$ cat config.mk
export PLATFORM = sky130hd
export DESIGN_NAME = video_timing_generator_unit
export DESIGN_NICKNAME = d
export VERILOG_FILES = /design/src/sv/vtg_pkg.sv /design/src/sv/video_timing_generator_unit.sv /design/src/sv/vtg_cfg_regs.sv
export SDC_FILE = /design/constraint.sdc
export NUM_CORES = 1
export LEC_CHECK = 0
export ABC_AREA = 1
export ABC_CLOCK_PERIOD_IN_PS = 7150
export BUFFER_PORTS_ARGS = -buffer_cell sky130_fd_sc_hd__buf_2
export CAP_MARGIN = 20
export CORE_UTILIZATION = 50
export DETAILED_ROUTE_END_ITERATION = 8
export GPL_TIMING_DRIVEN = 0
export PLACE_DENSITY = 0.67
export SYNTH_ARGS = -nofsm -noshare
export SYNTH_HDL_FRONTEND = slang
export SYNTH_SLANG_ARGS = --single-unit
$ cat constraint.sdc
create_clock -name aclk -period 7.15 [get_ports aclk]
set_input_delay 0.715 -clock aclk [delete_from_list [all_inputs] [get_ports aclk]]
set_output_delay 0.715 -clock aclk [all_outputs]
set_load 0.02 [all_outputs]
$ cat src/sv/vtg_pkg.sv
`default_nettype none

package vtg_pkg;

    localparam int FIELD_BITS = 12;
    localparam int CNT_BITS   = 14;
    // wide enough for a sum of four fields, a counter plus one, and no overflow
    localparam int CMP_BITS   = ((FIELD_BITS + 2 > CNT_BITS) ? FIELD_BITS + 2 : CNT_BITS) + 1;

    localparam int IN_BITS    = 2;
    localparam int IN_TDATA_W = ((IN_BITS + 7) / 8) * 8;
    localparam int OUT_BITS   = 2 * CNT_BITS + 5;
    localparam int OUT_TDATA_W = ((OUT_BITS + 7) / 8) * 8;

    localparam int REG_IDX_BITS = 3;

    typedef logic [FIELD_BITS-1:0] field_t;
    typedef logic [CNT_BITS-1:0]   cnt_t;
    typedef logic [CMP_BITS-1:0]   cmp_t;

    typedef enum logic [REG_IDX_BITS-1:0] {
        REG_H_VISIBLE     = 3'd0,
        REG_H_FRONT_PORCH = 3'd1,
        REG_H_SYNC_LEN    = 3'd2,
        REG_H_BACK_PORCH  = 3'd3,
        REG_V_VISIBLE     = 3'd4,
        REG_V_FRONT_PORCH = 3'd5,
        REG_V_SYNC_LEN    = 3'd6,
        REG_V_BACK_PORCH  = 3'd7
    } reg_idx_t;

    // raster boundaries derived from the register set
    typedef struct packed {
        logic valid;
        cmp_t h_visible;
        cmp_t h_sync_start;
        cmp_t h_sync_end;
        cmp_t h_total;
        cmp_t v_visible;
        cmp_t v_sync_start;
        cmp_t v_sync_end;
        cmp_t v_total;
    } timing_t;

    typedef struct packed {
        logic v_sync;
        logic h_sync;
        logic v_blank;
        logic h_blank;
        logic active_video;
        cnt_t pixel_index;
        cnt_t line_index;
    } result_t;

endpackage

`default_nettype wire

$ cat src/sv/video_timing_generator_unit.sv
// Raster timing generator, one input word per pixel-clock tick.
// Slave channel (s_t*): each word carries restart and output_enable. Restart
// clears the pixel and line counters before the tick is reported.
// Master channel (m_t*): one word per input word with the current line and
// pixel, active video, horizontal/vertical blank and sync flags. All fields
// read zero when output_enable is low or either visible size is zero.
// Configuration: eight 12-bit registers written through cfg_wr_en/cfg_index/
// cfg_data. Write only while no word is in flight (not enforced by the block).
// The counters and flags are evaluated from the counter registers and the
// register set in the accept cycle and land in the output register.
// Throughput is one word per cycle while m_tready stays high, set by the
// single output register; the next word is taken in the same cycle the held
// word leaves. When the receiver stalls, the output word holds and s_tready
// drops; counters only move on accepted words.
// Reset (aresetn low, synchronous) clears counters, cfg registers and m_tvalid.
`default_nettype none

module video_timing_generator_unit (
    input  wire logic                                aclk,
    input  wire logic                                aresetn,
    input  wire logic                                s_tvalid,
    output      logic                                s_tready,
    // [0] restart, [1] output_enable
    input  wire logic [vtg_pkg::IN_TDATA_W-1:0]      s_tdata,
    output      logic                                m_tvalid,
    input  wire logic                                m_tready,
    // [13:0] line_index, [27:14] pixel_index, [28] active_video,
    // [29] h_blank, [30] v_blank, [31] h_sync, [32] v_sync
    output      logic [vtg_pkg::OUT_TDATA_W-1:0]     m_tdata,
    input  wire logic                                cfg_wr_en,
    input  wire logic [vtg_pkg::REG_IDX_BITS-1:0]    cfg_index,
    input  wire logic [vtg_pkg::FIELD_BITS-1:0]      cfg_data
);

    localparam vtg_pkg::cnt_t CNT_MAX = '1;

    vtg_pkg::timing_t timing;
    vtg_pkg::cnt_t    pixel_cnt_reg, pixel_cnt_next;
    vtg_pkg::cnt_t    line_cnt_reg, line_cnt_next;
    vtg_pkg::result_t res_reg, res_next;
    logic             m_tvalid_reg, m_tvalid_next;
    logic             s_accept;
    logic             restart, output_enable;
    vtg_pkg::cnt_t    px, ln;
    vtg_pkg::cmp_t    px_w, ln_w;
    logic             vb, hb, vs, hs, px_wrap, ln_wrap;

    vtg_cfg_regs u_cfg (
        .aclk      (aclk),
        .aresetn   (aresetn),
        .cfg_wr_en (cfg_wr_en),
        .cfg_index (cfg_index),
        .cfg_data  (cfg_data),
        .timing    (timing)
    );

    assign restart       = s_tdata[0];
    assign output_enable = s_tdata[1];
    assign s_tready      = !m_tvalid_reg || m_tready;
    assign s_accept      = s_tvalid && s_tready;

    always_comb begin
        px   = restart ? '0 : pixel_cnt_reg;
        ln   = restart ? '0 : line_cnt_reg;
        px_w = vtg_pkg::cmp_t'(px);
        ln_w = vtg_pkg::cmp_t'(ln);

        vb = ln_w >= timing.v_visible;
        hb = !vb && (px_w >= timing.h_visible);
        vs = (ln_w >= timing.v_sync_start) && (ln_w < timing.v_sync_end);
        hs = !vs && (px_w >= timing.h_sync_start) && (px_w < timing.h_sync_end);

        px_wrap = (px_w + 1'b1 >= timing.h_total) || (px == CNT_MAX);
        ln_wrap = (ln_w + 1'b1 >= timing.v_total) || (ln == CNT_MAX);

        res_next = '0;
        if (timing.valid && output_enable) begin
            res_next.line_index   = ln;
            res_next.pixel_index  = px;
            res_next.active_video = !(hb || vb);
            res_next.h_blank      = hb;
            res_next.v_blank      = vb;
            res_next.h_sync       = hs;
            res_next.v_sync       = vs;
        end

        // invalid timing holds the counters, apart from a restart
        pixel_cnt_next = px;
        line_cnt_next  = ln;
        if (timing.valid) begin
            if (px_wrap) begin
                pixel_cnt_next = '0;
                line_cnt_next  = ln_wrap ? '0 : ln + 1'b1;
            end else begin
                pixel_cnt_next = px + 1'b1;
            end
        end

        m_tvalid_next = s_accept || (m_tvalid_reg && !m_tready);
    end

    always_ff @(posedge aclk) begin
        if (!aresetn) begin
            pixel_cnt_reg <= '0;
            line_cnt_reg  <= '0;
            m_tvalid_reg  <= 1'b0;
        end else begin
            m_tvalid_reg <= m_tvalid_next;
            if (s_accept) begin
                pixel_cnt_reg <= pixel_cnt_next;
                line_cnt_reg  <= line_cnt_next;
            end
        end
    end

    always_ff @(posedge aclk) begin
        if (s_accept) begin
            res_reg <= res_next;
        end
    end

    assign m_tvalid = m_tvalid_reg;
    assign m_tdata  = {{(vtg_pkg::OUT_TDATA_W - vtg_pkg::OUT_BITS){1'b0}}, res_reg};

`ifndef NO_ASSERTIONS
    // a one-pixel line wraps right away, so the line may already be one
    a_restart_clears: assert property (@(posedge aclk) disable iff (!aresetn)
        s_accept && restart |=> (pixel_cnt_reg <= 1) && (line_cnt_reg <= 1))
        else $error("counters not cleared by restart");

    a_counters_hold: assert property (@(posedge aclk) disable iff (!aresetn)
        !s_accept |=> $stable(pixel_cnt_reg) && $stable(line_cnt_reg))
        else $error("counters moved without an accepted word");

    a_blank_exclusive: assert property (@(posedge aclk) disable iff (!aresetn)
        m_tvalid_reg |-> !(res_reg.h_blank && res_reg.v_blank))
        else $error("h_blank and v_blank both set");

    a_sync_exclusive: assert property (@(posedge aclk) disable iff (!aresetn)
        m_tvalid_reg |-> !(res_reg.h_sync && res_reg.v_sync))
        else $error("h_sync and v_sync both set");

    a_active_vs_blank: assert property (@(posedge aclk) disable iff (!aresetn)
        m_tvalid_reg && res_reg.active_video |-> !res_reg.h_blank && !res_reg.v_blank)
        else $error("active video during blank");
`endif

endmodule

`default_nettype wire

$ cat src/sv/vtg_cfg_regs.sv
`default_nettype none

module vtg_cfg_regs (
    input  wire logic                                aclk,
    input  wire logic                                aresetn,
    input  wire logic                                cfg_wr_en,
    input  wire logic [vtg_pkg::REG_IDX_BITS-1:0]    cfg_index,
    input  wire logic [vtg_pkg::FIELD_BITS-1:0]      cfg_data,
    output vtg_pkg::timing_t                         timing
);

    vtg_pkg::field_t h_visible_reg, h_front_porch_reg, h_sync_len_reg, h_back_porch_reg;
    vtg_pkg::field_t v_visible_reg, v_front_porch_reg, v_sync_len_reg, v_back_porch_reg;
    vtg_pkg::reg_idx_t idx;

    assign idx = vtg_pkg::reg_idx_t'(cfg_index);

    always_ff @(posedge aclk) begin
        if (!aresetn) begin
            h_visible_reg     <= '0;
            h_front_porch_reg <= '0;
            h_sync_len_reg    <= '0;
            h_back_porch_reg  <= '0;
            v_visible_reg     <= '0;
            v_front_porch_reg <= '0;
            v_sync_len_reg    <= '0;
            v_back_porch_reg  <= '0;
        end else if (cfg_wr_en) begin
            case (idx)
                vtg_pkg::REG_H_VISIBLE:     h_visible_reg     <= cfg_data;
                vtg_pkg::REG_H_FRONT_PORCH: h_front_porch_reg <= cfg_data;
                vtg_pkg::REG_H_SYNC_LEN:    h_sync_len_reg    <= cfg_data;
                vtg_pkg::REG_H_BACK_PORCH:  h_back_porch_reg  <= cfg_data;
                vtg_pkg::REG_V_VISIBLE:     v_visible_reg     <= cfg_data;
                vtg_pkg::REG_V_FRONT_PORCH: v_front_porch_reg <= cfg_data;
                vtg_pkg::REG_V_SYNC_LEN:    v_sync_len_reg    <= cfg_data;
                vtg_pkg::REG_V_BACK_PORCH:  v_back_porch_reg  <= cfg_data;
                default: ;
            endcase
        end
    end

    always_comb begin
        timing.valid        = (h_visible_reg != '0) && (v_visible_reg != '0);
        timing.h_visible    = vtg_pkg::cmp_t'(h_visible_reg);
        timing.h_sync_start = vtg_pkg::cmp_t'(h_visible_reg) + vtg_pkg::cmp_t'(h_front_porch_reg);
        timing.h_sync_end   = timing.h_sync_start + vtg_pkg::cmp_t'(h_sync_len_reg);
        timing.h_total      = timing.h_sync_end + vtg_pkg::cmp_t'(h_back_porch_reg);
        timing.v_visible    = vtg_pkg::cmp_t'(v_visible_reg);
        timing.v_sync_start = vtg_pkg::cmp_t'(v_visible_reg) + vtg_pkg::cmp_t'(v_front_porch_reg);
        timing.v_sync_end   = timing.v_sync_start + vtg_pkg::cmp_t'(v_sync_len_reg);
        timing.v_total      = timing.v_sync_end + vtg_pkg::cmp_t'(v_back_porch_reg);
    end

endmodule

`default_nettype wire
# Word-level counts from Yosys, hierarchy flattened
# Cells that the tools add are included.
[totals] register_bits=158 in_bits=28 out_inout_bits=42 elab_cells=81
[classes] add_sub_neg=10 order_cmp=8 n_eq_ne=9 mux=7 n_reduce_logical=29
[op_table] cell="$mux W14" count=7
[op_table] cell="$add A15 B12 Y15" count=4
[op_table] cell="$add A14 B1 Y15 const B" count=2
[op_table] cell="$ge A14 B15 Y1" count=2
[op_table] cell="$ge A15 B15 Y1" count=2
[op_table] cell="$lt A14 B15 Y1" count=2
[op_table] cell="$add A14 B1 Y14 const B" count=2
[op_table] cell="$eq A14 B14 Y1 const B" count=2
[op_table] cell="$ge A14 B12 Y1" count=2
[op_table] cell="$add A12 B12 Y13" count=2
[op_table] cell="$reduce_bool A12 Y1" count=2
[op_table] cell="$reduce_and A2 Y1" count=8
[op_table] cell="$eq A3 B3 Y1 const B" count=4
[op_table] cell="$logic_and A1 B1 Y1" count=8
[op_table] cell="$eq A3 B2 Y1 const B" count=2
[op_table] cell="$logic_not A1 Y1" count=5
[op_table] cell="$logic_or A1 B1 Y1" count=5
[op_table] cell="$eq A3 B1 Y1 const B" count=1
[op_table] cell="$logic_not A3 Y1" count=1

# Depth between registers and ports, before layout
# Gate-level depths: netlist (run 1).
[depth] depth_word=8 mapped_depth=40 ltp_nobuf=39

# Hierarchy
# From an unflattened synthesis (run 1), not the netlist that was laid out.
[unflattened] hier_cells=1959 hier_area_um2=13521.7
[by_module_without_submodules] mod="vtg_cfg_regs" n_inst=1 cells_per_inst=1059 area_each_um2=7120.6 seq_area_each_um2=1921.8
[by_module_without_submodules] mod="video_timing_generator_unit" n_inst=1 cells_per_inst=900 area_each_um2=6401.1 seq_area_each_um2=1571.5

# Worst setup path after synthesis (run 1)
# OpenSTA, ideal clock, no wires.
[synth_timing] kind="register -> register" start="register u_cfg.v_visible_reg[0]" end="register line_cnt_reg[8]" setup_ns=0.070 arrival_ns=5.094 required_ns=7.080 slack_ns=1.985 stages_incl_launch_ff=34 synth_period_minus_slack_ns=5.165 cell_sequence="dfxtp_1 ha_1 fa_1 nand3_1 nand2_1 a21oi_1 o21ai_0 xor2_1 ha_1 nand2_1 nor2_1 nand3_1 nand3_1 xor2_1 inv_1 ha_1 a21o_1 a221oi_1 o21ai_0 a21oi_1 xor2_1 ha_1 nand2_1 nand2_1 nand3_1 nand2_1 a21oi_1 nand2_1 nor2_1 buf_2 nand3_1 nand2_1 nand3_1 a21oi_1"
[synth_via] elab_chain_len=8
[synth_rtl] element="start: declaration" line="vtg_cfg_regs.sv:13" text="vtg_pkg::field_t v_visible_reg, v_front_porch_reg, v_sync_len_reg, v_back_porch_reg;"
[synth_rtl] element="start signal: assignment" line="vtg_cfg_regs.sv:34" text="vtg_pkg::REG_V_VISIBLE: v_visible_reg <= cfg_data;"
[synth_rtl] element="$add A12 B12 Y13" line="vtg_cfg_regs.sv:50" text="timing.v_sync_start = vtg_pkg::cmp_t'(v_visible_reg) + vtg_pkg::cmp_t'(v_front_porch_reg);"
[synth_rtl] element="$add A15 B12 Y15" line="vtg_cfg_regs.sv:51" text="timing.v_sync_end = timing.v_sync_start + vtg_pkg::cmp_t'(v_sync_len_reg);"
[synth_rtl] element="$add A15 B12 Y15" line="vtg_cfg_regs.sv:52" text="timing.v_total = timing.v_sync_end + vtg_pkg::cmp_t'(v_back_porch_reg);"
[synth_rtl] element="$ge A15 B15 Y1" line="video_timing_generator_unit.sv:74" text="ln_wrap = (ln_w + 1'b1 >= timing.v_total) || (ln == CNT_MAX);"
[synth_rtl] element="$logic_or A1 B1 Y1" line="video_timing_generator_unit.sv:74"
[synth_rtl] element="$mux W14" line="video_timing_generator_unit.sv:93" text="line_cnt_next = ln_wrap ? '0 : ln + 1'b1;"
[synth_rtl] element="$mux W14" line="video_timing_generator_unit.sv:91" text="if (px_wrap) begin"
[synth_rtl] element="$mux W14 (*)" line="video_timing_generator_unit.sv:90" text="if (timing.valid) begin"
[synth_rtl] element="end signal: assignment" line="video_timing_generator_unit.sv:111" text="line_cnt_reg <= line_cnt_next;"
[synth_rtl] element="end: declaration" line="video_timing_generator_unit.sv:39" text="vtg_pkg::cnt_t line_cnt_reg, line_cnt_next;"
# Mark *: on every way between the ends. The rest lies on a longest branch, timed or not.
# A chain may end at the register's enable or synchronous reset.

# Worst setup path in the final report (run 1)
[layout_timing] start="register u_cfg.v_visible_reg[0]" end="register line_cnt_reg[5]"
# Same word-level chain as after synthesis.

==> impl_metrics.ini, run 1 <==
[placement]
io_buffers = 44
place_ws_ns = 1.06
hpwl_mm = 29.0
place_congestion = 0.923

[drt]
routedWlPerCell_um = 16.4
drtAntennaViolNets = 0
drc_errors = 0
vias = 12300
vias_per_cell = 5.48
drt-pass1-iter-count = 5
wirelength_mm = 36.6
drtIter0Drc = 1039

[synth]
synth_top_area_share_pct = 19.3
syn_avg_cell_area_um2 = 7.11
synth_area_um2 = 13000
netlist_instances = 1829
synth_edf_count = 33
ys.flop_type = dfxtp_1
ys_ff_latch = 158
synth_top_family_by_area = simple AND/OR/NAND/NOR gates
synthSimpleGateAreaFrac_pct = 24.6
muxShareOfSynthArea_pct = 0
yosysUniqueCellTypes = 53
yosys.area.top_type = dfxtp_1
yosys.area_share.xor_xnor_pct = 5.31
synthAdderAreaFrac_pct = 18.8
yosys-top-cells-count = nand2_1 (292), nor2_1 (258), inv_1 (231), ha_1 (186), a21oi_1 (172)
yosys_warnings = 0
yosys.cell_count.top_type = nand2_1
synth_area_leaders = dfxtp_1 (19%), ha_1 (18%), nand2_1 (8.4%)
async_flop_share_pct = 0
synth_compound_area_share_pct = 15.0
ys_seq_area_share_pct = 26.9

[setup_path]
arrival_ns = 6.55
crit_top_cell = nand2_1
cp-end-kind = flip-flop
ff2ff_path_depth = 35
path_class = flip-flop to flip-flop
start_kind = flip-flop
crit_path_max_fanout = 10
cp_slowest_cell = ha_1
critPathRequiredTime_ns = 7.51
slowest_delay_ns = 0.42

[sta]
rsz0062_at_grt = false
hold_ws_ns = 0.472
max_slew.worst_pin.slew_ns = 0.902
timing.fmax_mhz = 162
slew_headroom_pct = 39.9
final_hold_viol_count = 0
setup_viol = 0
finClkSkew_ns = 0.0123
finalCriticalPeriod_ns = 6.19
fin_ws_ns = 0.959
finalSetupTns_ns = 0
period_share_pct = 86.6
drv_slew = 0

[final_layout]
drive_above_1_share_pct = 6.65
fill_cells = 2491
fin_util_pct = 56.2
regArea_um2 = 3490
final_nets = 2118
diodes = 0
largest_reg_flops = 33
multiInputGateArea_um2 = 8310
area_growth_pct = 9.52

[clocking]
clock-sinks = 158
cts_tree = yes
insertion_delay_ns = 0.44
clk_transition_reported_paths_ns = 0.07
cts-htree-levels = 4
cts_root_buffer = clkbuf_16
cts_buffers = 17
cts_resized = 0
clock_path_buffers = 2
holdBufCountCts = 0
cts_setup_buffers = 0

[floorplanning]
initial_utilization_pct = 51.3
die_h_um = 163
rows = 58
die_w_um = 163
ios = 70
coreArea_um2 = 25300
die_area_um2 = 26600

[power_and_ir_drop]
p_int_mw = 1.69
p_clk_share_pct = 35.7
leakage_nw = 7.14
p_sw_mw = 0.899
peakVddDrop_uv = 164
power.total_mw = 2.59
combPwrFrac_pct = 26.5
p_sw_share_pct = 34.8
powerDensity_nw_per_um2 = 182
seq_power_share_pct = 37.8

[grt]
grt_util_all_layers_pct = 28.1
antenna_found_initial = 0
first_global_vias = 11600
grt_overflow = 0
grt_first_pass_wirelength_mm = 58.4
grt_max_degree = 43

[outcome]
status = finished clean

[worst_hold_path]
whs_path_depth = 2
hp-class = flip-flop to flip-flop

[job]
drv_cap = 0
==> metrics by stage <==
step                      instances  area (um^2)
after floorplan                1835        13000
final                          2241        14200
after CTS                      2241        14200
after global routing           2241        14200
after detailed placement       2209        13700
after global placement         2209        13700
==> power by group through the flow <==
stage               Clock, mW  Combinational (mW)  Sequential, mW
finish                  0.924               0.685           0.977
global route            0.959               0.767           0.982
CTS                     0.929               0.678           0.977
detailed placement          0               0.673           0.996
global placement            0               0.661           0.995
floorplan                   0               0.481            1.00
==> per-layer routing <==
| metal | vias to the layer above | wire length, um | global-route usage (%) |
|---|---|---|---|
| li1 | 6182 | - | - |
| met1 | 5689 | 17300 | 38.9 |
| met2 | 363 | 16400 | 45.8 |
| met3 | 42 | 2250 | 3.50 |
| met4 | 0 | 653 | 7.56 |
| met5 | - | 0 | 0 |
==> cell type report <==
type | instances | share of cell area (%)
multi-input combinational | 1378 | 58.4
sequential | 158 | 24.5
inverter | 235 | 6.21
clock buffer | 19 | 3.19
tap | 330 | 2.90
buffer | 64 | 2.31
timing repair buffer | 44 | 1.55
clock inverter | 13 | 0.897
==> kinds of logic after synthesis <==
logic type / after synthesis
AOI/OAI and AO/OA: 364
adders and majority gates: 192
DFF: 158
xor gates and xnor gates: 78
buffers and inverters: 299
and+or+nand+nor: 737
other: 1
==> worst max-delay path: cells and delay by family, from the launching register on <==
family,cells,cell delay [ns]
adders and majority gates,5,1.68
and+or+nand+nor,18,1.83
AOI/OAI and AO/OA,7,1.24
xor gates and xnor gates,3,0.67
DFF,1,0.37
buffers and inverters,2,0.34
==> layout by cell type (no fill, tap or decap), types with 13 or more instances in the layout <==
master	n
clkbuf_1	36
ha_1	186
xor2_1	61
edfxtp_1	33
a21oi_1	172
nand4_1	18
a21o_1	14
clkbuf_16	18
nand3_1	99
o21ai_0	142
buf_2	49
dfxtp_1	125
nor2_1	258
xnor2_1	16
nor3_1	22
nor4_1	13
nand2_1	292
inv_1	231
==> path summary, 6_finish.rpt <==
path                      endpoint  slack (ns)              startpoint
setup reg to reg   line_cnt_reg[5]        0.96  u_cfg.v_visible_reg[0]
hold / removal    line_cnt_reg[13]        0.47        line_cnt_reg[13]
setup / recovery   line_cnt_reg[5]        0.96  u_cfg.v_visible_reg[0]
hold reg to reg   line_cnt_reg[13]        0.47        line_cnt_reg[13]
No activity file was read; power rests on OpenSTA's default activity.
==> run 2, diff against run 1 <==
- ABC_CLOCK_PERIOD_IN_PS: 7150 -> 6600
- clock period: 7.15 -> 6.6 ns (I/O delays scaled with it)
==> impl_metrics.ini, run 2 (synthesis results as in run 1) <==
[final_layout]
diodes = 0
drive_above_1_share_pct = 6.90
fill_cells = 2490
largest_reg_flops = 33
most-common-layout-cells = nand2_1 (292), nor2_1 (256), inv_1 (231)
regArea_um2 = 3490
mostFrequentLayoutCell = nand2_1
fin_util_pct = 56.3
final_nets = 2119
multiInputGateArea_um2 = 8330
area_growth_pct = 9.68
fin_cells = 2242

[setup_path]
arrival_ns = 6.43
start_kind = flip-flop
r2r_end = line_cnt_reg[5]
crit_path_max_fanout = 10
ff2ff_path_depth = 35
r2r-start = u_cfg.v_visible_reg[0]
crit_top_cell = nand2_1
cp_slowest_cell = ha_1
critPathRequiredTime_ns = 6.95
r2r_slack_ns = 0.52
cp-end-kind = flip-flop
path_class = flip-flop to flip-flop
slowest_delay_ns = 0.42

[sta]
finalSetupTns_ns = 0
rsz0062_at_grt = false
setup_viol = 0
drv_slew = 0
max_slew.worst_pin.slew_ns = 0.897
finalCriticalPeriod_ns = 6.08
slew_headroom_pct = 40.2
finClkSkew_ns = 0.0129
timing.fmax_mhz = 164
final_hold_viol_count = 0
period_share_pct = 92.1

[power_and_ir_drop]
leakage_nw = 7.15
powerDensity_nw_per_um2 = 197
peakVddDrop_uv = 177

[floorplanning]
rows = 58
initial_utilization_pct = 51.3
coreArea_um2 = 25300
die_w_um = 163
ios = 70
die_h_um = 163
die_area_um2 = 26600

[grt]
grt_max_degree = 43
antenna_found_initial = 0
grt_util_all_layers_pct = 28.1
grt_overflow = 0
grt_first_pass_wirelength_mm = 58.4
first_global_vias = 11600

[drt]
highest_layer = met4
dr_wl_met3_mm = 2.31
routedWlPerCell_um = 16.4
drt-pass1-iter-count = 8
vias_per_cell = 5.49
drc_errors = 0
drt-met1-wl_mm = 17.2
wirelength_mm = 36.7
drtIter0Drc = 1088
drtAntennaViolNets = 0
vias = 12300
met2_length_mm = 16.4

[clocking]
cts-htree-levels = 4
insertion_delay_ns = 0.44
cts_root_buffer = clkbuf_16
clock_path_buffers = 2
cts_buffers = 17
clk_transition_reported_paths_ns = 0.07
cts_tree = yes
holdBufCountCts = 0
clock-sinks = 158

[placement]
dp.cells = 2209
hpwl_mm = 29.0
io_buffers = 44
place_congestion = 0.923

[worst_hold_path]
whs_path_depth = 2
holdPathEnd = line_cnt_reg[13]
min_from = line_cnt_reg[13]
hp-class = flip-flop to flip-flop

[outcome]
status = finished clean

[job]
drv_cap = 0
==> run 2: cell count changes in the layout (fill, tap and decap cells not counted), sizes merged <==
cell,before,now
buf,73,74
==> run 2: worst max path at each step <==
stage	slack (ns)	start	endpoint
after floorplan	1.44	u_cfg.v_visible_reg[0]	line_cnt_reg[8]
after global placement	0.49	u_cfg.v_visible_reg[0]	line_cnt_reg[3]
after detailed placement	0.51	u_cfg.v_visible_reg[0]	line_cnt_reg[11]
after CTS	0.45	u_cfg.h_visible_reg[0]	pixel_cnt_reg[13]
after global routing	0.04	u_cfg.v_visible_reg[0]	line_cnt_reg[5]
final	0.52	u_cfg.v_visible_reg[0]	line_cnt_reg[5]
==> run 2: routing by layer <==
metal / global-route usage (%) / vias to the layer above
met5: 0 / -
met4: 7.56 / 0
met3: 3.50 / 46
met2: 45.8 / 371
met1: 38.9 / 5708
li1: - / 6187
==> run 2: cell type report <==
cell class	instances	area share, %
Clock buffer	19	3.19
Buffer	64	2.31
Tap cell	330	2.90
Inverter	235	6.21
Clock inverter	13	0.895
Multi-Input combinational cell	1378	58.4
Sequential cell	158	24.5
Timing Repair Buffer	45	1.60
==> run 2: stage by stage <==
stage                     area, um^2  worst slack (ns)  power [mW]  hold slack, ns
after floorplan                13000              1.44        1.61           0.445
after global placement         13700             0.489        1.79           0.454
after detailed placement       13700             0.508        1.81           0.464
after CTS                      14200             0.450        2.80           0.473
after global routing           14300            0.0383        2.94           0.505
final                          14300             0.518        2.80           0.471
==> run 2: critical path: cells and delay by family (launching register included) <==
kind	cells	cell delay (ns)
simple gates	18	1.73
fa+ha+maj	5	1.68
compound gates	7	1.25
xor+xnor	3	0.67
flops	1	0.37
buf+inv	2	0.31
==> run 2: report_power, final <==
group	internal (mW)	switching, mW
Clock	0.550	0.446
Combinational	0.252	0.495
Sequential	1.03	0.0289
==> run 2: what timing repair did <==
item	in CTS	in global routing
endpoints found under the setup margin	0	17
resized for setup	0	4
buffers inserted	0	1
hold endpoints to repair	0	0
